`config.mk`:
```
export PLATFORM = sky130hd
export DESIGN_NAME = acomb_sum
export DESIGN_NICKNAME = d
export VERILOG_FILES = /design/src/rtl/acomb_pkg.sv /design/src/rtl/acomb_sum.sv
export SDC_FILE = /design/constraint.sdc
export NUM_CORES = 1
export LEC_CHECK = 0
export ABC_AREA = 0
export BUFFER_PORTS_ARGS = -buffer_cell sky130_fd_sc_hd__buf_2
export CORE_ASPECT_RATIO = 0.8
export CORE_UTILIZATION = 50
export CTS_BUF_LIST = sky130_fd_sc_hd__clkbuf_16
export CTS_CLUSTER_SIZE = 8
export DETAILED_ROUTE_END_ITERATION = 10
export GPL_TIMING_DRIVEN = 0
export PLACE_DENSITY = 0.83
export SETUP_SLACK_MARGIN = 0.2
export SYNTH_ARGS = -nofsm -noshare
export SYNTH_HDL_FRONTEND = slang
export SYNTH_SLANG_ARGS = --single-unit
export TNS_END_PERCENT = 20
```
`constraint.sdc`:
```
create_clock -name clk -period 8.05 [get_ports clk]
set_input_delay 1.61 -clock clk [delete_from_list [all_inputs] [get_ports clk]]
set_output_delay 1.61 -clock clk [all_outputs]
set_load 0.05 [all_outputs]
```
`src/rtl/acomb_pkg.sv`:
```
`timescale 1ns / 1ps
package acomb_pkg;

  localparam int SAMPLE_W   = 16;
  localparam int PROD_W     = 32;
  localparam int SUM_W      = 34;
  localparam int ACC_W      = 35;
  localparam int OUT_W      = 20;
  localparam int CFG_W      = 12;
  localparam int FRAC_SHIFT = 15;
  localparam int NUM_PROD   = 8;

  localparam int DEF_MAX_VECTOR_LENGTH = 2048;
  localparam int LEN_RESET             = 64;
  localparam int LEN_MIN               = 2;

  // half an output lsb, folded into the stored partial sums
  localparam logic signed [ACC_W-1:0] ROUND_BIAS = ACC_W'(1 << (FRAC_SHIFT - 1));

  typedef struct packed {
    logic [SAMPLE_W-1:0] rx0_re;
    logic [SAMPLE_W-1:0] rx0_im;
    logic [SAMPLE_W-1:0] rx1_re;
    logic [SAMPLE_W-1:0] rx1_im;
    logic [SAMPLE_W-1:0] chan0_re;
    logic [SAMPLE_W-1:0] chan0_im;
    logic [SAMPLE_W-1:0] chan1_re;
    logic [SAMPLE_W-1:0] chan1_im;
    logic [SAMPLE_W-1:0] chan2_re;
    logic [SAMPLE_W-1:0] chan2_im;
    logic [SAMPLE_W-1:0] chan3_re;
    logic [SAMPLE_W-1:0] chan3_im;
  } sample_t;

  typedef struct packed {
    sample_t d;
    logic    odd;
    logic    last;
  } stage0_t;

  typedef struct packed {
    logic [NUM_PROD-1:0][PROD_W-1:0] prod;
    logic                            odd;
    logic                            last;
  } stage1_t;

  typedef struct packed {
    logic [SUM_W-1:0] sum_re;
    logic [SUM_W-1:0] sum_im;
    logic             odd;
    logic             last;
  } stage2_t;

endpackage

```
`src/rtl/acomb_sum.sv`:
```
`timescale 1ns / 1ps
module acomb_sum (
  input  logic               clk,
  input  logic               rst,
  input  acomb_pkg::stage1_t s1,
  input  logic               s1_valid,
  output logic               s1_ready,
  output acomb_pkg::stage2_t s2,
  output logic               s2_valid,
  input  logic               s2_ready
);
  import acomb_pkg::*;

  function automatic logic signed [SUM_W-1:0] sx(input logic [PROD_W-1:0] p);
    sx = SUM_W'($signed(p));
  endfunction

  logic signed [SUM_W-1:0] sum_re;
  logic signed [SUM_W-1:0] sum_im;

  // re: a.re*r0.re + a.im*r0.im + b.re*r1.re + b.im*r1.im
  // im: even form, negated later on odd words
  assign sum_re = (sx(s1.prod[0]) + sx(s1.prod[1])) + (sx(s1.prod[2]) + sx(s1.prod[3]));
  assign sum_im = (sx(s1.prod[4]) - sx(s1.prod[5])) + (sx(s1.prod[6]) - sx(s1.prod[7]));

  assign s1_ready = !s2_valid || s2_ready;

  always_ff @(posedge clk) begin
    if (rst) begin
      s2_valid <= 1'b0;
    end else if (s1_ready) begin
      s2_valid <= s1_valid;
    end
  end

  always_ff @(posedge clk) begin
    if (s1_valid && s1_ready) begin
      s2.sum_re <= sum_re;
      s2.sum_im <= sum_im;
      s2.odd    <= s1.odd;
      s2.last   <= s1.last;
    end
  end

endmodule

```
# Word level (Yosys, flattened, before mapping)
# Cells that the tools add are included.
# Widths: inputs -> output; s select.
# totals
regBits,71
input_bits,262
out_inout_bits,72
# classes
addsub,6
reduce_logical,3
# ops
cell,n
$add 33x33->34,2
$add 32x32->33,2
$sub 32x32->33,2
$logic_and 1x1->1,1
$logic_not 1->1,1
$logic_or 1x1->1,1

# Logic depth before layout (Yosys ltp)
# depth
depth_word,3
mapped_depth,16

# Worst setup path after synthesis
# OpenSTA, ideal clock, no wires.
# synth_path
path_kind,input to register
startpoint,input s1[3] in the netlist's numbering
endpoint,"register s2[65] in the netlist's numbering, data pin"
arrival_time_ps,4479
setup_slack_ps,3305
stages,11
n_path_buf,0
path_cell_list,fa_1 fa_1 ha_1 fa_1 a21o_2 a31o_1 a211oi_2 nor2_2 a221oi_4 o211ai_1 xor2_1
# synth_via
elab_chain_cells,2
# synth_rtl
item,line_no,text
"start, declared",acomb_sum.sv:5,"input acomb_pkg::stage1_t s1,"
$add 32x32->33,acomb_sum.sv:23,assign sum_re = (sx(s1.prod[0]) + sx(s1.prod[1])) + (sx(s1.prod[2]) + sx(s1.prod[3]));
$add 33x33->34,acomb_sum.sv:23,
net sum_re[29],acomb_sum.sv:18,logic signed [SUM_W-1:0] sum_re;
"end, declared",acomb_sum.sv:8,"output acomb_pkg::stage2_t s2,"
# The timed path passes the listed nets, and every way through them passes these cells.
# A chain may end at the register's enable or synchronous reset.

# Final worst setup path
# layout_path
startpoint,input s1[130] in the netlist's numbering
endpoint,"register s2[30] in the netlist's numbering, data pin"
# layout_via
elab_chain_cells,2
# layout_rtl
item,line_no,text
$sub 32x32->33,acomb_sum.sv:24,assign sum_im = (sx(s1.prod[4]) - sx(s1.prod[5])) + (sx(s1.prod[6]) - sx(s1.prod[7]));
$add 33x33->34,acomb_sum.sv:24,
net sum_im[28],acomb_sum.sv:19,logic signed [SUM_W-1:0] sum_im;
# The timed path passes the listed nets, and every way through them passes these cells.

==> summary.txt <==
TNS Setup: 0 ns
Die height: 124 um
Antenna violations before repair: 0
Max-cap violations: 0
Worst Path Buf+Inv: 4
CTS sink count: 71
Slew HR: 61.6%
Synthesized area: 9290 um2
Core footprint: 18200 um2
Drt first pass iters: 4
Number of routed nets with antenna violations: 0
Max Slew Vio Count: 0
Critical Path Start: s1[130]
Final period util: 62.2%
Post-DP HPWL: 18900 um
Initial Util: 51.1%
Top post-synthesis cells by area: fa_1, edfxtp_1, inv_1, ha_1, a21oi_1
Hold_buf cts: 0
CP Class: input pin to register
Worst-Skew Late Latency: 0.34 ns
Fin nets: 1781
Starting DRT DRC Count: 310
Die Area: 19100 um2
Final Skew: 0.00355 ns
H-tree levels: 3
Hold path startpoint: s2_valid
Syn Area/Cell: 9.51 um2
Required time worst endpoint: 8.13 ns
Synthesized flop and latch total: 71
GP Congestion: 0.884
Hold Vio Cnt, Final: 0
CTS Buf Count: 9
Least-Margin Pin Slew: 0.575 ns
CP Cell Sequence: buf_2 > fa_1 > inv_1 > fa_1 > inv_1 > ha_1 > inv_1 > fa_1 > nand2b_1 > a21oi_1 > o2111ai_1 > nand4_1 > nand2_1 > o22ai_1 > a21boi_0 > xnor2_1
Most common cell in the synthesized netlist: inv_1
Worst vdd ir: 139 uV
Commonest cells post-synth: inv_1, fa_1, edfxtp_1
Wire length per cell: 14.0 um
Worst-path clk slew: 0.06 ns
Util after Layout: 63.6%
Worst path arrival time: 5.09 ns
Post-synthesis sequential area ratio: 22.8%
Remaining Overflow, GRT: 0
Postcts setup bufs: 0
RSZ-0062 raised after global routing: false
Synth warnings: 0
Vias: 7787
Pwr Density: 292 nW/um2
Outcome: finished, final reports clean
Startpoint types: input pin
Layout fillers: 1540
Synth cell types: 63
Kind of cell adding the most delay to the critical path: adder cells
Worst Setup End Kind: register
Max frequency: 0.200 GHz
Syn Inst Count: 977
Layout cells sized above 1: 28.1%
Ports: 334
Yosys top cell by area: fa_1
Area share of the largest cell type after synthesis: 28.0%
All-Layer GR Usage: 22.9%
Cell row count: 44
TritonCTS clock tree: built
Max Buffers Root-to-Sink: 2
Hold Crit Class: register to register
First-pass GRT wire length: 34300 um
Synth-to-Final Area Change: 24.4%
Pin count of the biggest net entering global routing: 41
Syn Nets: 1436
Async S/R FF share, synth: 0%
Crit Path Max Fanout: 3
Slowest CP cell: fa_1
Final worst path period need: 5.01 ns
Worst r2r src: s2_valid
Ant. Diodes: 0
DRC: 0
Seq. cell area: 2120 um2
Vias in the first global route: 7454
Die Span X: 154 um
Max stage delay on crit path: 0.54 ns
Routed wire length: 21700 um
Post-synth EDFFs: 70
Vias per std cell: 5.00
Multi-input logic area: 6010 um2
Most used DFF post-synth: edfxtp_1
Final setup fails: 0
CTS root buf: clkbuf_16
PortBufs: 333
Pwr Total: 3370 uW
Leakage power: 0.00617 uW
Resize count post-CTS: 0
-- placed cells by master (no fill, tap or decap), types with 16 or more instances in the layout --
master / n
xnor2_1: 37
xor2_1: 21
inv_1: 292
nand2_1: 44
ha_1: 67
edfxtp_1: 70
buf_2: 340
a21o_1: 22
fa_1: 130
nor2_1: 29
o21ai_0: 30
nand3_1: 16
a21oi_1: 69
-- final cells by class --
| type | instances | share of cell area [%] |
|---|---|---|
| Multi-Input combinational cell | 600 | 52.0 |
| Sequential cell | 71 | 18.4 |
| Timing Repair Buffer | 334 | 14.6 |
| Inverter | 291 | 9.45 |
| Tap cell | 230 | 2.49 |
| Clock buffer | 9 | 1.95 |
| Buffer | 15 | 0.574 |
| Clock inverter | 7 | 0.563 |
-- power breakdown --
part	internal [uW]	leakage [uW]	switching [uW]	total, uW
clock	237	0.000138	157	394
combinational	778	0.00534	1520	2300
sequential	645	0.000685	33.3	679
total	1660	0.00617	1710	3370
-- path summary, 6_finish.rpt --
kind	end	slack, ns	depth (start not counted)
hold reg to reg	s2_valid	0.52	2
hold / removal	s2_valid	0.52	2
setup / recovery	s2[30]	3.04	16
setup reg to reg	s2[17]	6.55	3
-- routing by layer --
metal | share of wire (%) | vias to the layer above | global-route usage (%) | wire length (um)
li1 | - | 3832 | - | -
met1 | 45 | 3649 | 30.3 | 9700
met5 | 0 | - | 0 | 0
met4 | 2.3 | 0 | 6.37 | 507
met2 | 48 | 262 | 39.3 | 10400
met3 | 5.1 | 44 | 3.65 | 1120
-- metrics by stage --
stage                     area [um2]  worst slack (ns)  hold WS [ns]  std cells
after floorplan                 9290              3.31          1.11        977
after global placement         11200              2.78         0.486       1540
after detailed placement       11300              2.74         0.508       1541
after CTS                      11600              3.07         0.519       1557
after global routing           11600              2.84         0.568       1557
final                          11600              3.04         0.521       1557
-- sequential cells by signal (all words and copies together), names as in the netlist --
register / count
s2: 70
s2_valid: 1
-- logic make-up after synthesis --
kind of cell	count (synthesis)	share of synthesized area (%)
buffers and inverters	306	12.5
AO/OA/AOI/OAI	208	15.0
adder cells (fa/ha/maj)	197	37.0
AND/OR/NAND/NOR	137	7.19
flip-flops	71	22.8
XOR/XNOR	58	5.47
-- worst register-to-register path: stages, from the launching register on --
cell and delay (ns):
dfxtp_1 0.31, nand2b_1 0.10, and2_4 0.44, buf_12 0.31
Note: power is estimated with default switching activity, not from simulation.
