`src/rtl/acomb_pkg.sv`:
```
`timescale 1ns / 1ps
package acomb_pkg;

  localparam int SAMPLE_W   = 16;
  localparam int PROD_W     = 32;
  localparam int SUM_W      = 34;
  localparam int ACC_W      = 35;
  localparam int OUT_W      = 20;
  localparam int CFG_W      = 12;
  localparam int FRAC_SHIFT = 15;
  localparam int NUM_PROD   = 8;

  localparam int DEF_MAX_VECTOR_LENGTH = 2048;
  localparam int LEN_RESET             = 64;
  localparam int LEN_MIN               = 2;

  // half an output lsb, folded into the stored partial sums
  localparam logic signed [ACC_W-1:0] ROUND_BIAS = ACC_W'(1 << (FRAC_SHIFT - 1));

  typedef struct packed {
    logic [SAMPLE_W-1:0] rx0_re;
    logic [SAMPLE_W-1:0] rx0_im;
    logic [SAMPLE_W-1:0] rx1_re;
    logic [SAMPLE_W-1:0] rx1_im;
    logic [SAMPLE_W-1:0] chan0_re;
    logic [SAMPLE_W-1:0] chan0_im;
    logic [SAMPLE_W-1:0] chan1_re;
    logic [SAMPLE_W-1:0] chan1_im;
    logic [SAMPLE_W-1:0] chan2_re;
    logic [SAMPLE_W-1:0] chan2_im;
    logic [SAMPLE_W-1:0] chan3_re;
    logic [SAMPLE_W-1:0] chan3_im;
  } sample_t;

  typedef struct packed {
    sample_t d;
    logic    odd;
    logic    last;
  } stage0_t;

  typedef struct packed {
    logic [NUM_PROD-1:0][PROD_W-1:0] prod;
    logic                            odd;
    logic                            last;
  } stage1_t;

  typedef struct packed {
    logic [SUM_W-1:0] sum_re;
    logic [SUM_W-1:0] sum_im;
    logic             odd;
    logic             last;
  } stage2_t;

endpackage

```
`src/rtl/acomb_if.sv`:
```
`timescale 1ns / 1ps
interface acomb_in_if;
  import acomb_pkg::*;
  logic                       valid;
  logic                       ready;
  logic signed [SAMPLE_W-1:0] rx0_re;
  logic signed [SAMPLE_W-1:0] rx0_im;
  logic signed [SAMPLE_W-1:0] rx1_re;
  logic signed [SAMPLE_W-1:0] rx1_im;
  logic signed [SAMPLE_W-1:0] chan0_re;
  logic signed [SAMPLE_W-1:0] chan0_im;
  logic signed [SAMPLE_W-1:0] chan1_re;
  logic signed [SAMPLE_W-1:0] chan1_im;
  logic signed [SAMPLE_W-1:0] chan2_re;
  logic signed [SAMPLE_W-1:0] chan2_im;
  logic signed [SAMPLE_W-1:0] chan3_re;
  logic signed [SAMPLE_W-1:0] chan3_im;
  modport source (
    output valid, rx0_re, rx0_im, rx1_re, rx1_im, chan0_re, chan0_im, chan1_re, chan1_im,
           chan2_re, chan2_im, chan3_re, chan3_im,
    input  ready
  );
  modport sink (
    input  valid, rx0_re, rx0_im, rx1_re, rx1_im, chan0_re, chan0_im, chan1_re, chan1_im,
           chan2_re, chan2_im, chan3_re, chan3_im,
    output ready
  );
endinterface


interface acomb_cfg_if;
  import acomb_pkg::*;
  logic             valid;
  logic             ready;
  logic [CFG_W-1:0] vector_length;
  modport source (output valid, vector_length, input ready);
  modport sink (input valid, vector_length, output ready);
endinterface

```
`src/rtl/acomb_front.sv`:
```
`timescale 1ns / 1ps
module acomb_front #(
  parameter int MAX_VECTOR_LENGTH = acomb_pkg::DEF_MAX_VECTOR_LENGTH
) (
  input  logic              clk,
  input  logic              rst,
  acomb_cfg_if.sink         cfg,
  acomb_in_if.sink          samples,
  output acomb_pkg::stage0_t s0,
  output logic              s0_valid,
  input  logic              s0_ready
);
  import acomb_pkg::*;

  localparam int IDX_W     = $clog2(MAX_VECTOR_LENGTH);
  localparam int LEN_W     = IDX_W + 1;
  localparam int MAX_EVEN  = MAX_VECTOR_LENGTH - (MAX_VECTOR_LENGTH % 2);
  localparam int RESET_EFF = (LEN_RESET > MAX_EVEN) ? MAX_EVEN : LEN_RESET;

  logic [LEN_W-1:0] len;
  logic [LEN_W-1:0] len_next;
  logic [IDX_W-1:0] idx;
  logic [IDX_W-1:0] idx_next;
  logic [LEN_W-1:0] idx_inc;
  logic [CFG_W-1:0] wr_even;
  logic             take;
  logic             is_odd;
  logic             is_last;

  // effective length, clamped once at write time
  assign cfg.ready = 1'b1;
  assign wr_even   = {cfg.vector_length[CFG_W-1:1], 1'b0};

  always_comb begin
    priority if (32'(wr_even) > 32'(MAX_EVEN)) begin
      len_next = LEN_W'(MAX_EVEN);
    end else if (wr_even < CFG_W'(LEN_MIN)) begin
      len_next = LEN_W'(LEN_MIN);
    end else begin
      len_next = LEN_W'(wr_even);
    end
  end

  always_ff @(posedge clk) begin
    if (rst) begin
      len <= LEN_W'(RESET_EFF);
    end else if (cfg.valid && cfg.ready) begin
      len <= len_next;
    end
  end

  // subcarrier position
  assign samples.ready = !s0_valid || s0_ready;
  assign take          = samples.valid && samples.ready;
  assign idx_inc       = {1'b0, idx} + LEN_W'(1);
  assign is_odd        = idx[0];
  assign is_last       = is_odd && (idx_inc >= len);
  assign idx_next      = is_last ? '0 : idx_inc[IDX_W-1:0];

  always_ff @(posedge clk) begin
    if (rst) begin
      idx <= '0;
    end else if (take) begin
      idx <= idx_next;
    end
  end

  always_ff @(posedge clk) begin
    if (rst) begin
      s0_valid <= 1'b0;
    end else if (samples.ready) begin
      s0_valid <= samples.valid;
    end
  end

  always_ff @(posedge clk) begin
    if (take) begin
      s0.d.rx0_re   <= samples.rx0_re;
      s0.d.rx0_im   <= samples.rx0_im;
      s0.d.rx1_re   <= samples.rx1_re;
      s0.d.rx1_im   <= samples.rx1_im;
      s0.d.chan0_re <= samples.chan0_re;
      s0.d.chan0_im <= samples.chan0_im;
      s0.d.chan1_re <= samples.chan1_re;
      s0.d.chan1_im <= samples.chan1_im;
      s0.d.chan2_re <= samples.chan2_re;
      s0.d.chan2_im <= samples.chan2_im;
      s0.d.chan3_re <= samples.chan3_re;
      s0.d.chan3_im <= samples.chan3_im;
      s0.odd        <= is_odd;
      s0.last       <= is_last;
    end
  end

endmodule

```
`src/flat_wrapper.sv`:
```
// flat-port wrapper written by rule: the top's interface ports become plain ports
module acomb_front_flat import acomb_pkg::*;
#(
  parameter int MAX_VECTOR_LENGTH = acomb_pkg::DEF_MAX_VECTOR_LENGTH
)
  (clk, rst, s0, s0_valid, s0_ready, cfg_valid, cfg_vector_length, cfg_ready, samples_valid, samples_rx0_re, samples_rx0_im, samples_rx1_re, samples_rx1_im, samples_chan0_re, samples_chan0_im, samples_chan1_re, samples_chan1_im, samples_chan2_re, samples_chan2_im, samples_chan3_re, samples_chan3_im, samples_ready);
  acomb_cfg_if cfg_i ();
  acomb_in_if samples_i ();
  input  logic clk;
  input  logic rst;
  output acomb_pkg::stage0_t s0;
  output logic s0_valid;
  input  logic s0_ready;
  input wire logic [$bits(cfg_i.valid)-1:0] cfg_valid;
  input wire logic [$bits(cfg_i.vector_length)-1:0] cfg_vector_length;
  output wire logic [$bits(cfg_i.ready)-1:0] cfg_ready;
  input wire logic [$bits(samples_i.valid)-1:0] samples_valid;
  input wire logic [$bits(samples_i.rx0_re)-1:0] samples_rx0_re;
  input wire logic [$bits(samples_i.rx0_im)-1:0] samples_rx0_im;
  input wire logic [$bits(samples_i.rx1_re)-1:0] samples_rx1_re;
  input wire logic [$bits(samples_i.rx1_im)-1:0] samples_rx1_im;
  input wire logic [$bits(samples_i.chan0_re)-1:0] samples_chan0_re;
  input wire logic [$bits(samples_i.chan0_im)-1:0] samples_chan0_im;
  input wire logic [$bits(samples_i.chan1_re)-1:0] samples_chan1_re;
  input wire logic [$bits(samples_i.chan1_im)-1:0] samples_chan1_im;
  input wire logic [$bits(samples_i.chan2_re)-1:0] samples_chan2_re;
  input wire logic [$bits(samples_i.chan2_im)-1:0] samples_chan2_im;
  input wire logic [$bits(samples_i.chan3_re)-1:0] samples_chan3_re;
  input wire logic [$bits(samples_i.chan3_im)-1:0] samples_chan3_im;
  output wire logic [$bits(samples_i.ready)-1:0] samples_ready;
  assign cfg_i.valid = cfg_valid;
  assign cfg_i.vector_length = cfg_vector_length;
  assign cfg_ready = cfg_i.ready;
  assign samples_i.valid = samples_valid;
  assign samples_i.rx0_re = samples_rx0_re;
  assign samples_i.rx0_im = samples_rx0_im;
  assign samples_i.rx1_re = samples_rx1_re;
  assign samples_i.rx1_im = samples_rx1_im;
  assign samples_i.chan0_re = samples_chan0_re;
  assign samples_i.chan0_im = samples_chan0_im;
  assign samples_i.chan1_re = samples_chan1_re;
  assign samples_i.chan1_im = samples_chan1_im;
  assign samples_i.chan2_re = samples_chan2_re;
  assign samples_i.chan2_im = samples_chan2_im;
  assign samples_i.chan3_re = samples_chan3_re;
  assign samples_i.chan3_im = samples_chan3_im;
  assign samples_ready = samples_i.ready;
  acomb_front #(.MAX_VECTOR_LENGTH(MAX_VECTOR_LENGTH)) u_core (.clk(clk), .rst(rst), .cfg(cfg_i), .samples(samples_i), .s0(s0), .s0_valid(s0_valid), .s0_ready(s0_ready));
endmodule
```
`config.mk`:
```
export PLATFORM = sky130hd
export DESIGN_NAME = acomb_front_flat
export DESIGN_NICKNAME = d
export VERILOG_FILES = /design/src/rtl/acomb_pkg.sv /design/src/rtl/acomb_if.sv /design/src/rtl/acomb_front.sv /design/src/flat_wrapper.sv
export SDC_FILE = /design/constraint.sdc
export NUM_CORES = 1
export LEC_CHECK = 0
export ABC_AREA = 1
export BUFFER_PORTS_ARGS = -buffer_cell sky130_fd_sc_hd__buf_2
export CELL_PAD_IN_SITES_DETAIL_PLACEMENT = 1
export CELL_PAD_IN_SITES_GLOBAL_PLACEMENT = 2
export CORE_MARGIN = 3
export CORE_UTILIZATION = 28
export DETAILED_ROUTE_END_ITERATION = 10
export PLACE_DENSITY = 0.87
export SETUP_SLACK_MARGIN = 0.1
export SYNTH_ARGS = -nofsm -noshare
export SYNTH_HDL_FRONTEND = slang
export SYNTH_SLANG_ARGS = --single-unit
```
`constraint.sdc`:
```
create_clock -name clk -period 9.68 [get_ports clk]
set_input_delay 0.968 -clock clk [delete_from_list [all_inputs] [get_ports clk]]
set_output_delay 0.968 -clock clk [all_outputs]
set_load 0.01 [all_outputs]
```
# ---- Yosys cells after proc, flatten, opt, wreduce, memory -nomap -nowiden
# Cells that the tools add are included.
dict set report totals {
  regBits 218
  in_bits 209
  output_inout_bits 197
}
dict set report op_classes {
  add_sub_neg 1
  magnitude_cmp 3
  mux 3
  reduce_logical 4
}
# op n
set op_table {}
lappend op_table {{12-bit 2-to-1 mux} 2}
lappend op_table {{11-bit by 1-bit adder with 12-bit output, second input constant} 1}
lappend op_table {{12-bit >= comparator} 1}
lappend op_table {{12-bit greater-than comparator, second input constant} 1}
lappend op_table {{12-bit by 2-bit < comparator with 1-bit output, second input constant} 1}
lappend op_table {{11-bit 2-to-1 mux} 1}
lappend op_table {{1-bit logical AND} 2}
lappend op_table {{1-bit logical NOT} 1}
lappend op_table {{1-bit logical OR} 1}

# ---- Longest topological paths before layout
dict set report logic_depth {
  ltp_word 4
  mapped_depth 18
  ltp_nobuf 17
}

# ---- Least setup slack after synthesis
# OpenSTA, ideal clock, no wires.
dict set report synth_timing {
  kind {input to register}
  start {in s0_ready}
  end {reg u_core.idx[1]}
  arrival_time_ps 7042
  required_ps 9299
  setup_slack_ps 2257
  stages 6
  path_buffers 1
  path_cell_list {inv_1 > nand2_1 > nand2_1 > inv_2 > clkbuf_1 > a21oi_1}
}
dict set report synth_between {
  elab_chain_len 2
}
# item line
set synth_rtl {}
lappend synth_rtl {{start, declared} flat_wrapper.sv:13} ;# input logic s0_ready;
lappend synth_rtl {{1-bit logical OR} acomb_front.sv:53} ;# assign samples.ready = !s0_valid || s0_ready;
lappend synth_rtl {{via samples_ready} flat_wrapper.sv:30} ;# output wire logic [$bits(samples_i.ready)-1:0] samples_ready;
lappend synth_rtl {{1-bit logical AND} acomb_front.sv:54} ;# assign take = samples.valid && samples.ready;
lappend synth_rtl {{via u_core.take} acomb_front.sv:26} ;# logic take;
lappend synth_rtl {{end signal, assigned} acomb_front.sv:64} ;# idx <= idx_next;
lappend synth_rtl {{end, declared} acomb_front.sv:22} ;# logic [IDX_W-1:0] idx;
# The timed path passes the listed nets, and every way through them passes these cells.
# A chain may end at the register's enable or synchronous reset.

# ---- Worst setup path in the final report
dict set report layout_timing {
  start {in s0_ready}
  end {reg u_core.idx[8]}
}
dict set report layout_between {
  elab_chain_len 2
}
# item line
set layout_rtl {}
lappend layout_rtl {{1-bit logical OR} acomb_front.sv:53}
lappend layout_rtl {{1-bit logical AND} acomb_front.sv:54}
# No other way between the ends.

==> flow_summary.ini <==
[sta]
max_freq_mhz = 302.9
relSlewSlack = 0.4428
worst_pin_slew_ps = 835.8
drv_slew = 0
rsz0062_at_grt = false
final_hold_viol_count = 0
tns_ps = 0
final.min_clock_period_ps = 3302
report.final.setup_viol = 0
post-route-period-util = 0.3411
fin_skew_ps = 12.55

[setup_path]
endpoint_kind = flip-flop
crit_path_start = s0_ready
worstSetupStartpointType = input pin
reg2reg_slack_ps = 6610
crit_type = input pin to flip-flop
crit_fanout = 87
cp.required_ps = 10130
timing.rr.start = u_core.s0_valid
critPathArrivalTime_ps = 3750

[worst_hold_path]
holdCritStartpoint = u_core.len[10]
hold_path.class = flip-flop to flip-flop

[floorplan]
core_sq_um = 25330
initial_core_util = 0.2865
dieHeight_um = 167.0
design.die.area_sq_um = 27880
die_w_um = 167.0
num_io_pins = 406
num_rows = 58

[global_routing]
grt_pass1_wl_um = 33930
antenna_found_initial = 7
grtUsageMet3 = 0.06171
met2_usage = 0.2950
use_met1 = 0.1722
grt_max_degree = 88
grt_usage = 0.1626
grt_remaining_overflow = 0
grt-busiest-layer = met2
grt_pass1_vias = 5246

[power]
p_per_area_nw_per_um2 = 211.8
vdd_ir_drop_max_v = 0.0001014
power_leakage_nw = 4.537

[clock_tree]
worstSkewPairLatency_ps = 520
ctsHtreeMaxLevel = 1
cts_buffer_depth = 3
clk_pin_slew_worst_paths_ps = 60
cts_tree = done
cts_buffers = 25
cts_hold_buf = 0
ctsResizeCount = 0
cts_setup_buffers = 0
clockRootBuffer = clkbuf_16
clock-sinks = 217

[synth]
synthCells = 404
ys_warn_count = 0
yosysTopAreaCell = edfxtp_1
synth_top_area_frac = 0.8029
syn_area_sq_um = 7256
ys_seq_elements = 217
syn_avg_cell_area_sq_um = 17.96
ys_seq_area_frac = 0.8664
synth_fp_nets = 625
synth_area_leaders = edfxtp_1, dfxtp_1, nand2_1
ys_types = 29

[final_layout]
final_nets = 1050
layout_common_cells = buf_2, edfxtp_1, nand2_1, inv_1, clkbuf_16
n_fill_cell = 2743
post-route-util = 0.4153
syn_to_final_growth_pct = 44.97
layout-drive-gt1-share = 0.5431
mostFrequentLayoutCell = buf_2

[detailed_routing]
drtAntennaViolNets = 0
wl_um = 24270
vias = 5013
dr.pass1.iters = 4
wl_per_cell_um = 20.46
vias_per_cell = 4.227
drc_errors = 0
drtIter0Drc = 311

[placed_design]
portBuffers = 403
gp_congestion = 0.8043
place_hpwl_um = 19220

[outcome]
status = complete, no violations

[job]
drv_cap = 0
synthesized netlist by cell type:
library cell,count
o211ai_1,1
nor2_1,10
a21o_1,1
buf_4,1
o21ai_0,12
buf_2,1
nor3_1,1
o21ai_2,1
nor3_2,1
nor2_4,1
clkbuf_1,5
a21oi_1,23
dfxtp_1,23
nand3_1,15
nor2_2,1
nand3_2,2
a21oi_2,2
edfxtp_1,194
and2_4,1
nand2_2,1
xnor2_1,1
nand2_1,51
inv_1,31
ha_1,12
conb_1,1
clkinv_1,1
xor2_1,5
inv_2,3
nand4_1,2
power breakdown:
part | internal, W | switching, W | leakage [nW]
Clock | 0.000558 | 0.000379 | 0.400
Sequential | 0.00109 | 0.0000190 | 2.07
Combinational | 0.0000748 | 0.000110 | 2.07
Total | 0.00172 | 0.000508 | 4.54
cell type report:
type | instances | area, sq um | area share
clock inverter | 17 | 182.7 | 0.01737
tap | 330 | 412.9 | 0.03925
timing repair buffer | 405 | 2032 | 0.1932
clock buffer | 28 | 636.9 | 0.06055
sequential | 217 | 6286 | 0.5976
inverter | 35 | 138.9 | 0.01320
antenna | 9 | 22.52 | 0.002141
multi-input combinational | 145 | 807.0 | 0.07672
registers in the layout, indices dropped and copies added, names as in the netlist:
signal and cells:
u_core.s0 194, u_core.s0_valid 1, u_core.len 11, u_core.idx 11
logic make-up (layout without fill, tap and decap cells):
family	count (synthesis)	count (layout)	share of synthesized area
flip-flops	217	217	0.8664
other	1	10	0.0005168
buffers and inverters	42	485	0.02242
XOR/XNOR	6	6	0.007243
AO/OA/AOI/OAI	40	40	0.02983
adder cells (fa/ha/maj)	12	12	0.02069
AND/OR/NAND/NOR	86	86	0.05294
critical path, cell delays in order:
cell and delay [ps]:
buf_2 70, inv_1 30, nand2_1 90, nand2_1 150, inv_8 430, buf_4 730
buf_4 780, o21ai_0 200, a21oi_2 130
final timing paths:
kind | end | cells after the start
hold reg to reg | u_core.len[10] | 2
hold / removal | u_core.len[10] | 2
setup / recovery | u_core.idx[8] | 9
setup reg to reg | u_core.idx[8] | 7
stage by stage:
step	instances	hold WS [ps]	power (W)	setup slack (ps)	cell area [sq um]
4_1_cts	1177	468.5	0.002256	6389	10500
6_report	1186	463.6	0.002228	6378	10520
3_5_place_dp	1132	458.8	0.001314	5847	9677
5_1_grt	1184	486.0	0.002325	6107	10510
3_3_place_gp	1132	456.0	0.001303	5941	9677
2_1_floorplan	404	445.3	0.001210	2257	7256
per-layer routing:
layer	wire, um	up-vias
li1	-	2328
met1	8373	2409
met2	12770	231
met3	2347	45
met4	773	0
met5	0	-
No activity file was read; power rests on OpenSTA's default activity.
