**src/rtl/acomb_pkg.sv**
```systemverilog
`timescale 1ns / 1ps
package acomb_pkg;

  localparam int SAMPLE_W   = 16;
  localparam int PROD_W     = 32;
  localparam int SUM_W      = 34;
  localparam int ACC_W      = 35;
  localparam int OUT_W      = 20;
  localparam int CFG_W      = 12;
  localparam int FRAC_SHIFT = 15;
  localparam int NUM_PROD   = 8;

  localparam int DEF_MAX_VECTOR_LENGTH = 2048;
  localparam int LEN_RESET             = 64;
  localparam int LEN_MIN               = 2;

  // half an output lsb, folded into the stored partial sums
  localparam logic signed [ACC_W-1:0] ROUND_BIAS = ACC_W'(1 << (FRAC_SHIFT - 1));

  typedef struct packed {
    logic [SAMPLE_W-1:0] rx0_re;
    logic [SAMPLE_W-1:0] rx0_im;
    logic [SAMPLE_W-1:0] rx1_re;
    logic [SAMPLE_W-1:0] rx1_im;
    logic [SAMPLE_W-1:0] chan0_re;
    logic [SAMPLE_W-1:0] chan0_im;
    logic [SAMPLE_W-1:0] chan1_re;
    logic [SAMPLE_W-1:0] chan1_im;
    logic [SAMPLE_W-1:0] chan2_re;
    logic [SAMPLE_W-1:0] chan2_im;
    logic [SAMPLE_W-1:0] chan3_re;
    logic [SAMPLE_W-1:0] chan3_im;
  } sample_t;

  typedef struct packed {
    sample_t d;
    logic    odd;
    logic    last;
  } stage0_t;

  typedef struct packed {
    logic [NUM_PROD-1:0][PROD_W-1:0] prod;
    logic                            odd;
    logic                            last;
  } stage1_t;

  typedef struct packed {
    logic [SUM_W-1:0] sum_re;
    logic [SUM_W-1:0] sum_im;
    logic             odd;
    logic             last;
  } stage2_t;

endpackage

```
**src/rtl/acomb_if.sv**
```systemverilog


interface acomb_out_if;
  import acomb_pkg::*;
  logic                    valid;
  logic                    ready;
  logic signed [OUT_W-1:0] out_re;
  logic signed [OUT_W-1:0] out_im;
  logic                    run_last;
  logic                    vector_end;
  modport source (output valid, out_re, out_im, run_last, vector_end, input ready);
  modport sink (input valid, out_re, out_im, run_last, vector_end, output ready);
endinterface


```
**src/rtl/acomb_pair.sv**
```systemverilog
`timescale 1ns / 1ps
module acomb_pair (
  input  logic               clk,
  input  logic               rst,
  input  acomb_pkg::stage2_t s2,
  input  logic               s2_valid,
  output logic               s2_ready,
  acomb_out_if.source        symbols
);
  import acomb_pkg::*;

  logic signed [ACC_W-1:0] part_re;
  logic signed [ACC_W-1:0] part_im;
  logic signed [ACC_W-1:0] sum_re_x;
  logic signed [ACC_W-1:0] sum_im_x;
  logic signed [ACC_W-1:0] tot_re;
  logic signed [ACC_W-1:0] tot_im;
  logic [OUT_W-1:0]        sym_re;
  logic [OUT_W-1:0]        sym_im;
  logic                    first_pend;
  logic                    second_pend;
  logic                    end_flag;
  logic                    space;
  logic                    load;

  assign sum_re_x = ACC_W'($signed(s2.sum_re));
  assign sum_im_x = ACC_W'($signed(s2.sum_im));
  assign tot_re   = part_re + sum_re_x;
  assign tot_im   = part_im - sum_im_x;

  // room for a new pair when nothing is pending, or only the zero word is left and it is taken
  assign space    = !first_pend && (!second_pend || symbols.ready);
  assign s2_ready = !s2_valid || !s2.odd || space;
  assign load     = s2_valid && s2.odd && space;

  // partial sums carry the rounding offset
  always_ff @(posedge clk) begin
    if (rst) begin
      part_re <= ROUND_BIAS;
      part_im <= ROUND_BIAS;
    end else if (s2_valid && !s2.odd) begin
      part_re <= sum_re_x + ROUND_BIAS;
      part_im <= sum_im_x + ROUND_BIAS;
    end
  end

  always_ff @(posedge clk) begin
    if (rst) begin
      first_pend  <= 1'b0;
      second_pend <= 1'b0;
    end else if (load) begin
      first_pend  <= 1'b1;
      second_pend <= 1'b1;
    end else if (symbols.valid && symbols.ready) begin
      if (first_pend) begin
        first_pend <= 1'b0;
      end else begin
        second_pend <= 1'b0;
      end
    end
  end

  always_ff @(posedge clk) begin
    if (load) begin
      sym_re   <= tot_re[FRAC_SHIFT +: OUT_W];
      sym_im   <= tot_im[FRAC_SHIFT +: OUT_W];
      end_flag <= s2.last;
    end
  end

  assign symbols.valid      = first_pend || second_pend;
  assign symbols.out_re     = $signed(first_pend ? sym_re : '0);
  assign symbols.out_im     = $signed(first_pend ? sym_im : '0);
  assign symbols.run_last   = !first_pend;
  assign symbols.vector_end = !first_pend && end_flag;

endmodule

```
**src/flat_wrapper.sv**
```systemverilog
// flat-port wrapper written by rule: the top's interface ports become plain ports
module acomb_pair_flat import acomb_pkg::*;
  (clk, rst, s2, s2_valid, s2_ready, symbols_valid, symbols_out_re, symbols_out_im, symbols_run_last, symbols_vector_end, symbols_ready);
  acomb_out_if symbols_i ();
  input  logic clk;
  input  logic rst;
  input  acomb_pkg::stage2_t s2;
  input  logic s2_valid;
  output logic s2_ready;
  output wire logic [$bits(symbols_i.valid)-1:0] symbols_valid;
  output wire logic [$bits(symbols_i.out_re)-1:0] symbols_out_re;
  output wire logic [$bits(symbols_i.out_im)-1:0] symbols_out_im;
  output wire logic [$bits(symbols_i.run_last)-1:0] symbols_run_last;
  output wire logic [$bits(symbols_i.vector_end)-1:0] symbols_vector_end;
  input wire logic [$bits(symbols_i.ready)-1:0] symbols_ready;
  assign symbols_valid = symbols_i.valid;
  assign symbols_out_re = symbols_i.out_re;
  assign symbols_out_im = symbols_i.out_im;
  assign symbols_run_last = symbols_i.run_last;
  assign symbols_vector_end = symbols_i.vector_end;
  assign symbols_i.ready = symbols_ready;
  acomb_pair u_core (.clk(clk), .rst(rst), .s2(s2), .s2_valid(s2_valid), .s2_ready(s2_ready), .symbols(symbols_i));
endmodule
```
**config.mk**
```make
export PLATFORM = sky130hd
export DESIGN_NAME = acomb_pair_flat
export DESIGN_NICKNAME = d
export VERILOG_FILES = /design/src/rtl/acomb_pkg.sv /design/src/rtl/acomb_if.sv /design/src/rtl/acomb_pair.sv /design/src/flat_wrapper.sv
export SDC_FILE = /design/constraint.sdc
export NUM_CORES = 1
export LEC_CHECK = 0
export ABC_AREA = 1
export BUFFER_PORTS_ARGS = -buffer_cell sky130_fd_sc_hd__buf_4
export CAP_MARGIN = 20
export CORE_ASPECT_RATIO = 1.5
export CORE_UTILIZATION = 55
export CTS_BUF_LIST = sky130_fd_sc_hd__clkbuf_16
export CTS_CLUSTER_DIAMETER = 30
export CTS_CLUSTER_SIZE = 25
export DETAILED_ROUTE_END_ITERATION = 12
export HOLD_SLACK_MARGIN = 0.05
export PLACE_DENSITY_LB_ADDON = 0.2
export SLEW_MARGIN = 20
export SYNTH_ARGS = -nofsm -noshare
export SYNTH_HDL_FRONTEND = slang
export SYNTH_SLANG_ARGS = --single-unit
```
**constraint.sdc**
```tcl
create_clock -name clk -period 9 [get_ports clk]
set_input_delay 1.35 -clock clk [delete_from_list [all_inputs] [get_ports clk]]
set_output_delay 1.35 -clock clk [all_outputs]
set_load 0.005 [all_outputs]
```
# ---- After elaboration in Yosys (flattened, before gate mapping)
# Index checks and enable logic that the tools add are counted.
dict set report totals {
  register_bits 113
  inputBits 74
}
dict set report op_classes {
  n_reduce_logical 16
  n_addsub 4
  n_eq_ne 1
  muxes 7
}
# cell count
set ops {}
lappend ops {{$add A34 B16 Y35 const B} 2}
lappend ops {{$mux W20} 2}
lappend ops {{$add A35 B34 Y35} 1}
lappend ops {{$sub A35 B34 Y35} 1}
lappend ops {{$logic_and A1 B1 Y1} 6}
lappend ops {{$mux W1} 5}
lappend ops {{$logic_not A1 Y1} 4}
lappend ops {{$logic_or A1 B1 Y1} 4}
lappend ops {{$ne A2 B2 Y1 const B} 1}
lappend ops {{$reduce_and A2 Y1} 1}
lappend ops {{$reduce_bool A2 Y1} 1}

# ---- Logic depth before layout (Yosys ltp)
# Gate-level depths: netlist of run 1.
dict set report depth {
  depth_word 6
  ltp_mapped 14
  depth_no_buf 14
}

# ---- Worst setup path before layout of run 1
# OpenSTA, ideal clock, no wires.
dict set report synth_path {
  path_kind {input-to-reg}
  from {in symbols_ready}
  to {reg u_core.first_pend}
  path_buffers 0
  required_time_ns 8.926
  setup_ns 0.074
  stages 4
  setup_slack_ns 4.194
  arrival_ns 4.732
  cell_sequence {o21ai_0 -> nor3_1 -> inv_1 -> a21oi_1}
}
dict set report synth_between {
  elab_chain_cells 4
  word_cells_on_any_way 6
  classes_between {mux (1); reduce/logical (5)}
}
# item line
set synth_lines {}
lappend synth_lines {{from (decl)} flat_wrapper.sv:15} ;# input wire logic [$bits(symbols_i.ready)-1:0] symbols_ready;
lappend synth_lines {{$logic_or A1 B1 Y1 *} acomb_pair.sv:32} ;# assign space = !first_pend && (!second_pend || symbols.ready);
lappend synth_lines {{$logic_and A1 B1 Y1 *} acomb_pair.sv:32}
lappend synth_lines {{$logic_and A1 B1 Y1 *} acomb_pair.sv:34} ;# assign load = s2_valid && s2.odd && space;
lappend synth_lines {{named net u_core.load} acomb_pair.sv:24} ;# logic load;
lappend synth_lines {{$mux W1 / $reduce_bool A2 Y1 (equally long branches)} --}
lappend synth_lines {{to (signal assigned)} acomb_pair.sv:49} ;# first_pend <= 1'b0;
lappend synth_lines {{to (signal assigned)} acomb_pair.sv:52} ;# first_pend <= 1'b1;
lappend synth_lines {{to (signal assigned)} acomb_pair.sv:56} ;# first_pend <= 1'b0;
lappend synth_lines {{to (decl)} acomb_pair.sv:20} ;# logic first_pend;
# Mark *: on every way through the listed nets, which the timed path passes. The rest lies on a longest branch.
# A chain may end at the register's enable or synchronous reset.

# ---- Worst setup path in the final report of run 1
dict set report layout_path {
  from {in symbols_ready}
  to {out s2_ready}
}
dict set report layout_between {
  elab_chain_cells 3
}
# item line
set layout_lines {}
lappend layout_lines {{$logic_or A1 B1 Y1} acomb_pair.sv:32}
lappend layout_lines {{$logic_and A1 B1 Y1} acomb_pair.sv:32}
lappend layout_lines {{$logic_or A1 B1 Y1} acomb_pair.sv:33} ;# assign s2_ready = !s2_valid || !s2.odd || space;
lappend layout_lines {{to (decl)} flat_wrapper.sv:9} ;# output logic s2_ready;
# Every way passes these cells.

==> results.json, run 1 <==
{
  "outcome": "complete, no violations",
  "maxSlewHeadroom_pct": 46.5,
  "htreeDepth": 4,
  "drc_errors": 0,
  "worstHoldPathType": "flip-flop to flip-flop",
  "drt-wirelength-per-cell_um": 14.9,
  "worstHoldPathCells": 2,
  "floorplan.die.height_um": 159,
  "worst_slew_pin_slew_ns": 0.802,
  "tritoncts_clock_tree": "built",
  "type_of_element_launching_the_critical_path": "input pin",
  "r2r-start": "u_core.part_im[21]$_SDFFE_PP0P_",
  "rsz0062_at_grt": "no",
  "design.final.nets": 1673,
  "post_route_cells_drive_above_1_share_pct": 11.6,
  "numCtsBuffers": 17,
  "criticalPathCategory": "input pin to output pin",
  "synth_nets": 1560,
  "worstSetupEndpointType": "output pin",
  "synth_area_leaders": "dfxtp_1, nand2_1, edfxtp_1",
  "postCtsSetupBuffers": 0,
  "p_seq_share_pct": 35.3,
  "antenna_violating_nets_post_route": 0,
  "synth_most_common_cell": "nand2_1",
  "insertion_delay_ns": 0.42,
  "placement.io_buffers": 117,
  "largest_driver_fanout_on_the_critical_path": 2,
  "ys.warnings.count": 0,
  "placement_rows": 57,
  "critical_path.top_delay_family": "buffers and inverters",
  "clkSlewWorstSetupHoldPaths_ns": 0.05,
  "grt_pass1_wl_mm": 42.3,
  "final_max_slew_violation_count": 0,
  "syn_area_per_cell_um2": 6.36,
  "clkPwrFrac_pct": 41.4,
  "synthMuxAreaShare_pct": 0,
  "chipWidth_um": 107,
  "critical_path_cell_count": 4,
  "io-pin-count": 118,
  "grt.total_usage_pct": 31.5,
  "cp.buffers_inverters": 2,
  "ctsLongestPathBuffers": 2,
  "yosys.area.top_type": "dfxtp_1",
  "crit_chain": "buf_4 > o21ai_0 > nand3_1 > buf_4",
  "avgViaCountPerCell": 5.38,
  "final.setup.tns_ns": 0,
  "combPwrFrac_pct": 23.2,
  "swShare_pct": 31.5,
  "min_period_ns": 3.36,
  "power.leakage_uw": 0.00574,
  "synth-xor-area-share_pct": 3.50,
  "worst_endpoint_required_time_ns": 7.65,
  "setup_viol": 0,
  "synth_top_family_by_area": "simple AND/OR/NAND/NOR gates",
  "synth-seq-area-share_pct": 29.6,
  "postSynth.asyncResetShare_pct": 0,
  "syn_area_um2": 9020,
  "max_cap_violations": 0,
  "floorplan.die_area_um2": 16900,
  "post_synth_fa_ha_maj_area_fraction_pct": 9.44,
  "worst_setup_sp": "symbols_ready",
  "critical_path_arrival_ns": 2.01,
  "report.final.hold_viol_count": 0,
  "cts_root_buffer": "clkbuf_16",
  "post_synth_and_or_nand_nor_area_fraction_pct": 33.8,
  "critical_path.most_common_cell": "buf_4",
  "grt_remaining_overflow": 0,
  "ir_drop_mv": 0.113,
  "grt_pass1_vias": 9252,
  "post_synth_num_cell_types": 33,
  "critical-path-max-stage-delay_ns": 0.27,
  "start_util_pct": 55.9,
  "wl_mm": 26.0,
  "post-synth-top-area-fraction_pct": 16.0,
  "gp_congestion": 0.985,
  "flow.area_growth_from_synthesis_pct": 18.4,
  "worst_path_max_delay_cell": "o21ai_0",
  "max_freq_ghz": 0.297,
  "synth_edf_count": 41,
  "worst_clock_skew_ns": 0.0126,
  "clock_sinks": 113,
  "floorplan.core_area_um2": 16100,
  "cts_hold_buf": 0,
  "synth_compound_area_share_pct": 13.9,
  "power-per-cell-area_nw_per_um2": 157,
  "detail_route.iter0.violations": 410,
  "synth-seq-cells": 113,
  "dr_total_vias": 9411,
  "initial_antenna_violation_count": 0,
  "number_of_cells_produced_by_synthesis": 1418,
  "worst_hold_startpoint": "u_core.part_im[0]$_SDFFE_PP0P_",
  "largest_net_degree_at_the_start_of_global_routing": 55,
  "finalCritPeriodShare_pct": 37.4,
  "placed_cells": 1718,
  "cell_internal_pwr_uw": 1150,
  "power_switching_uw": 528,
  "reg2reg_depth": 9,
  "first_pass_iteration_count_of_the_detailed_router": 5,
  "place_hpwl_mm": 20.4,
  "final_cells": 1750,
  "cts_resized": 0,
  "yosys-top-cells-count": "nand2_1, nor2_1, inv_1",
  "antenna_cells": 0,
  "synthFlopType": "dfxtp_1"
}
-- worst register-to-register path, cell delays in order (launching register included) --
cell     delay [ns]
dfxtp_1        0.31
ha_1           0.35
a21oi_1        0.23
o21ai_0        0.21
a21oi_1        0.31
nor2_1         0.11
nor2_1         0.17
nand2_1        0.09
nand2_1        0.06
nand2_1        0.06
-- power by group through the flow --
| stage | combinational [µW] | clock (µW) | sequential, µW |
|---|---|---|---|
| after floorplan | 258 | 0 | 597 |
| after global placement | 377 | 0 | 601 |
| after detailed placement | 381 | 0 | 603 |
| after CTS | 385 | 700 | 592 |
| after global routing | 437 | 722 | 595 |
| final | 389 | 694 | 592 |
-- final timing paths --
kind | slack, ns | end
worst max-delay path | 5.64 | s2_ready
worst min-delay path | 0.45 | u_core.part_im[0]$_SDFFE_PP0P_
worst max register to register | 6.86 | u_core.sym_im[15]$_DFFE_PP_
worst min register to register | 0.45 | u_core.part_im[0]$_SDFFE_PP0P_
-- per-layer routing --
metal	vias to the layer above	wire, µm	global-route usage [%]	part of all wire (%)
met5	-	0	0	0
met4	0	1320	17.2	5.1
met3	82	875	3.45	3.4
met2	254	13900	60.7	54
met1	4284	9860	32.2	38
li1	4791	-	-	-
-- stage by stage --
step / power, µW / setup WS [ns] / utilization [%] / area (µm²) / hold WS (ns)
2_1_floorplan: 854 / 4.19 / - / 9020 / 0.429
3_3_place_gp: 979 / 5.69 / 62.6 / 10100 / 0.440
3_5_place_dp: 983 / 5.65 / 62.6 / 10100 / 0.448
4_1_cts: 1680 / 5.65 / 66.3 / 10700 / 0.456
5_1_grt: 1750 / 5.56 / 66.3 / 10700 / 0.499
6_report: 1680 / 5.64 / 66.3 / 10700 / 0.454
-- cells by family after synthesis --
family	count (synthesis)
adder cells (fa/ha/maj)	68
XOR/XNOR	36
flip-flops	113
AND/OR/NAND/NOR	729
buffers and inverters	232
AO/OA/AOI/OAI	240
-- area by class of cell --
| cell class | count | area (µm²) |
|---|---|---|
| Sequential cell | 113 | 2670 |
| Timing Repair Buffer | 121 | 908 |
| Tap cell | 206 | 258 |
| Clock buffer | 17 | 425 |
| Inverter | 205 | 769 |
| Clock inverter | 15 | 168 |
| Multi-Input combinational cell | 1073 | 5480 |
| Fill cell | 1492 | 5440 |
-- state kept, by name (all words and copies together) (netlist names) --
name and cells:
u_core.sym_re 20, u_core.end_flag 1, u_core.part_re 35, u_core.part_im 35, u_core.sym_im 20, u_core.second_pend 1
u_core.first_pend 1
-- layout by cell type (no fill, tap or decap), types with 5 or more instances in the layout --
cell       netlist  layout
nand4_1         12      12
nand3_1         63      63
xor2_1          29      29
nand2_2          5       5
nor2_1         217     217
edfxtp_1        41      41
nor4_1           7       7
o21ai_1          5       5
nand3b_1         5       5
a21oi_1        111     111
inv_1          201     201
clkbuf_16        0      17
buf_4            0     121
xnor2_1          7       7
o211ai_1         7       7
nand2_1        382     382
ha_1            68      68
o21ai_0        102     102
a21o_1           9       9
dfxtp_1         72      72
nor3_1          19      18
nor2_4           6       7
inv_2            4       6
(Power assumes the default switching activity.)
==> inputs of run 2 (changes only) <==
--- a/config.mk
+++ b/config.mk
@@ -5,7 +5,7 @@
 export SDC_FILE = /design/constraint.sdc
 export NUM_CORES = 1
 export LEC_CHECK = 0
-export ABC_AREA = 1
+export ABC_AREA = 0
 export BUFFER_PORTS_ARGS = -buffer_cell sky130_fd_sc_hd__buf_4
 export CAP_MARGIN = 20
 export CORE_ASPECT_RATIO = 1.5
==> constraint.sdc (replaced) <==
create_clock -name clk -period 3.2 [get_ports clk]
set_input_delay 0.48 -clock clk [delete_from_list [all_inputs] [get_ports clk]]
set_output_delay 0.48 -clock clk [all_outputs]
set_load 0.005 [all_outputs]
==> results.json, run 2 <==
{
  "outcome": "complete, no violations",
  "power.leakage_uw": 0.00404,
  "criticalPathCategory": "flip-flop to flip-flop",
  "critical-path-max-stage-delay_ns": 0.42,
  "postCtsSetupBuffers": 0,
  "clkPwrFrac_pct": 43.7,
  "chipWidth_um": 96.4,
  "max_freq_ghz": 0.380,
  "dr_total_vias": 6495,
  "synth_edf_count": 41,
  "gp_congestion": 0.880,
  "start_util_pct": 56.5,
  "largest_registers": "u_core.part_im x35, u_core.part_re x35",
  "cts_root_buffer": "clkbuf_16",
  "antenna_cells": 0,
  "report.final.hold_viol_count": 0,
  "final_max_slew_violation_count": 0,
  "post_synth_num_cell_types": 57,
  "power-per-cell-area_nw_per_um2": 493,
  "grt_remaining_overflow": 0,
  "clkSlewWorstSetupHoldPaths_ns": 0.05,
  "finalCritPeriodShare_pct": 82.2,
  "crit_chain": "ha_1 > nand3_1 > nor3_1 > nand4_1 > a311o_1 > a21boi_2 > o31a_4 > nand4_1 > and3b_1",
  "cell_internal_pwr_uw": 3280,
  "preCtsSetupSlack_ns": 0.292,
  "layout_commonest_cell": "buf_4",
  "largest_driver_fanout_on_the_critical_path": 6,
  "drt-wirelength-per-cell_um": 14.9,
  "synth-seq-cells": 113,
  "io-pin-count": 118,
  "yosys-top-cells-count": "nand2_1, a21oi_1, dfxtp_1",
  "design.final.nets": 1104,
  "type_of_element_launching_the_critical_path": "flip-flop",
  "postSynth.asyncResetShare_pct": 0,
  "htreeDepth": 4,
  "place_hpwl_mm": 12.2,
  "maxSlewHeadroom_pct": 45.7,
  "ir_drop_mv": 0.349,
  "cp.buffers_inverters": 0,
  "synth-seq-area-share_pct": 36.4,
  "setup_ws_ns": 0.568,
  "power_switching_uw": 1150,
  "ctsLongestPathBuffers": 2,
  "placement_rows": 51,
  "placement.io_buffers": 117,
  "cts_hold_buf": 0,
  "synth_most_common_cell": "nand2_1",
  "final.setup.tns_ns": 0,
  "critical_path.top_delay_family": "compound AO/OA/AOI/OAI gates",
  "floorplan.die_area_um2": 13800,
  "detail_route.iter0.violations": 180,
  "wl_mm": 16.9,
  "drc_errors": 0,
  "grt_pass1_wl_mm": 27.4,
  "cts_resized": 0,
  "combPwrFrac_pct": 19.0,
  "critical_path_arrival_ns": 2.80,
  "worst_clock_skew_ns": 0.00902,
  "total_power_uw": 4430,
  "min_period_ns": 2.63,
  "clock_sinks": 113,
  "floorplan.die.height_um": 144,
  "antenna_violating_nets_post_route": 0,
  "yosys.area.top_type": "dfxtp_1",
  "p_seq_share_pct": 37.3,
  "syn_area_per_cell_um2": 8.66,
  "flow.area_growth_from_synthesis_pct": 22.3,
  "final_cell_mix": "buf_4, nand2_1, a21oi_1",
  "first_pass_iteration_count_of_the_detailed_router": 4,
  "number_of_cells_produced_by_synthesis": 849,
  "critical_path.most_common_cell": "nand4_1",
  "worstHoldPathType": "input pin to flip-flop",
  "synth_area_leaders": "dfxtp_1, edfxtp_1, ha_1",
  "initial_antenna_violation_count": 0,
  "worstSetupEndpointType": "flip-flop",
  "insertion_delay_ns": 0.42,
  "rsz0062_at_grt": "no",
  "largest_net_degree_at_the_start_of_global_routing": 73,
  "swShare_pct": 26.0,
  "grt_pass1_vias": 6107,
  "worst_slew_pin_slew_ns": 0.815,
  "setup_viol": 0,
  "max_cap_violations": 0,
  "worst_path_max_delay_cell": "a311o_1",
  "ys.warnings.count": 0,
  "syn_area_um2": 7350,
  "floorplan.core_area_um2": 13000,
  "avgViaCountPerCell": 5.73,
  "post-synth-top-area-fraction_pct": 19.6,
  "post_route_cells_drive_above_1_share_pct": 17.3,
  "numCtsBuffers": 17,
  "synth_nets": 991,
  "worst_endpoint_required_time_ns": 3.36,
  "grt.total_usage_pct": 25.8,
  "synthFlopType": "dfxtp_1",
  "tritoncts_clock_tree": "built"
}
run 2: cell types whose count changed after synthesis, moves of 41 or more:
cell,previous run,this run
nand2_1,382,96
nor2_1,217,55
inv_1,201,46
o21ai_0,102,19
and2_1,0,42
xnor2_1,7,48
run 2: logic make-up after synthesis:
kind of cell | share of synthesized area (%)
compound gates | 20.3
xor+xnor | 8.22
fa+ha+maj | 11.6
buf+inv | 3.88
flops | 36.4
mux | 0.136
simple gates | 19.5
run 2: worst paths after layout:
kind / start / to / slack, ns / depth (start not counted)
max: u_core.part_re[16]$_SDFFE_PP0P_ / u_core.sym_re[18]$_DFFE_PP_ / 0.57 / 9
min: s2[0] / u_core.end_flag$_DFFE_PP_ / 0.25 / 1
max reg2reg: u_core.part_re[16]$_SDFFE_PP0P_ / u_core.sym_re[18]$_DFFE_PP_ / 0.57 / 9
min reg2reg: u_core.part_im[0]$_SDFFE_PP0P_ / u_core.part_im[0]$_SDFFE_PP0P_ / 0.45 / 2
run 2: power by group through the flow:
| stage | Clock [µW] | Sequential, µW | Combinational, µW |
|---|---|---|---|
| after CTS | 1950 | 1650 | 841 |
| after global placement | 0 | 1680 | 819 |
| after global routing | 2020 | 1660 | 936 |
| after floorplan | 0 | 1670 | 567 |
| after detailed placement | 0 | 1680 | 830 |
| final | 1940 | 1650 | 841 |
run 2: worst register-to-register path: stages, from the launching register on:
cell and delay [ns]:
dfxtp_1 0.32, ha_1 0.39, nand3_1 0.16, nor3_1 0.23, nand4_1 0.17, a311o_1 0.42
a21boi_2 0.23, o31a_4 0.20, nand4_1 0.09, and3b_1 0.18
run 2: through the flow:
stage          instances  hold WS (ns)  instance area [µm²]  utilization [%]
5_1_grt             1134         0.238                 8990             69.0
3_5_place_dp        1102         0.444                 8380             64.4
4_1_cts             1134         0.240                 8990             69.0
3_3_place_gp        1102         0.439                 8380             64.4
2_1_floorplan        849         0.431                 7350                -
6_report            1134         0.245                 8990             69.0
run 2: cell type report:
cell class | count | area (µm²)
clock buffers | 17 | 425
clock inverters | 15 | 178
fillers | 1087 | 4030
inverters | 47 | 176
multi-input cells | 660 | 4400
flip-flops and latches | 113 | 2670
well taps | 159 | 199
repair buffers | 123 | 936
run 2: routing by layer:
metal	global-route usage (%)	part of all wire (%)	wire (µm)	up-vias
li1	-	-	-	3271
met1	28.5	40	6770	3016
met2	45.5	52	8780	170
met3	5.77	5.2	876	38
met4	12.9	3.1	524	0
met5	0	0	0	-
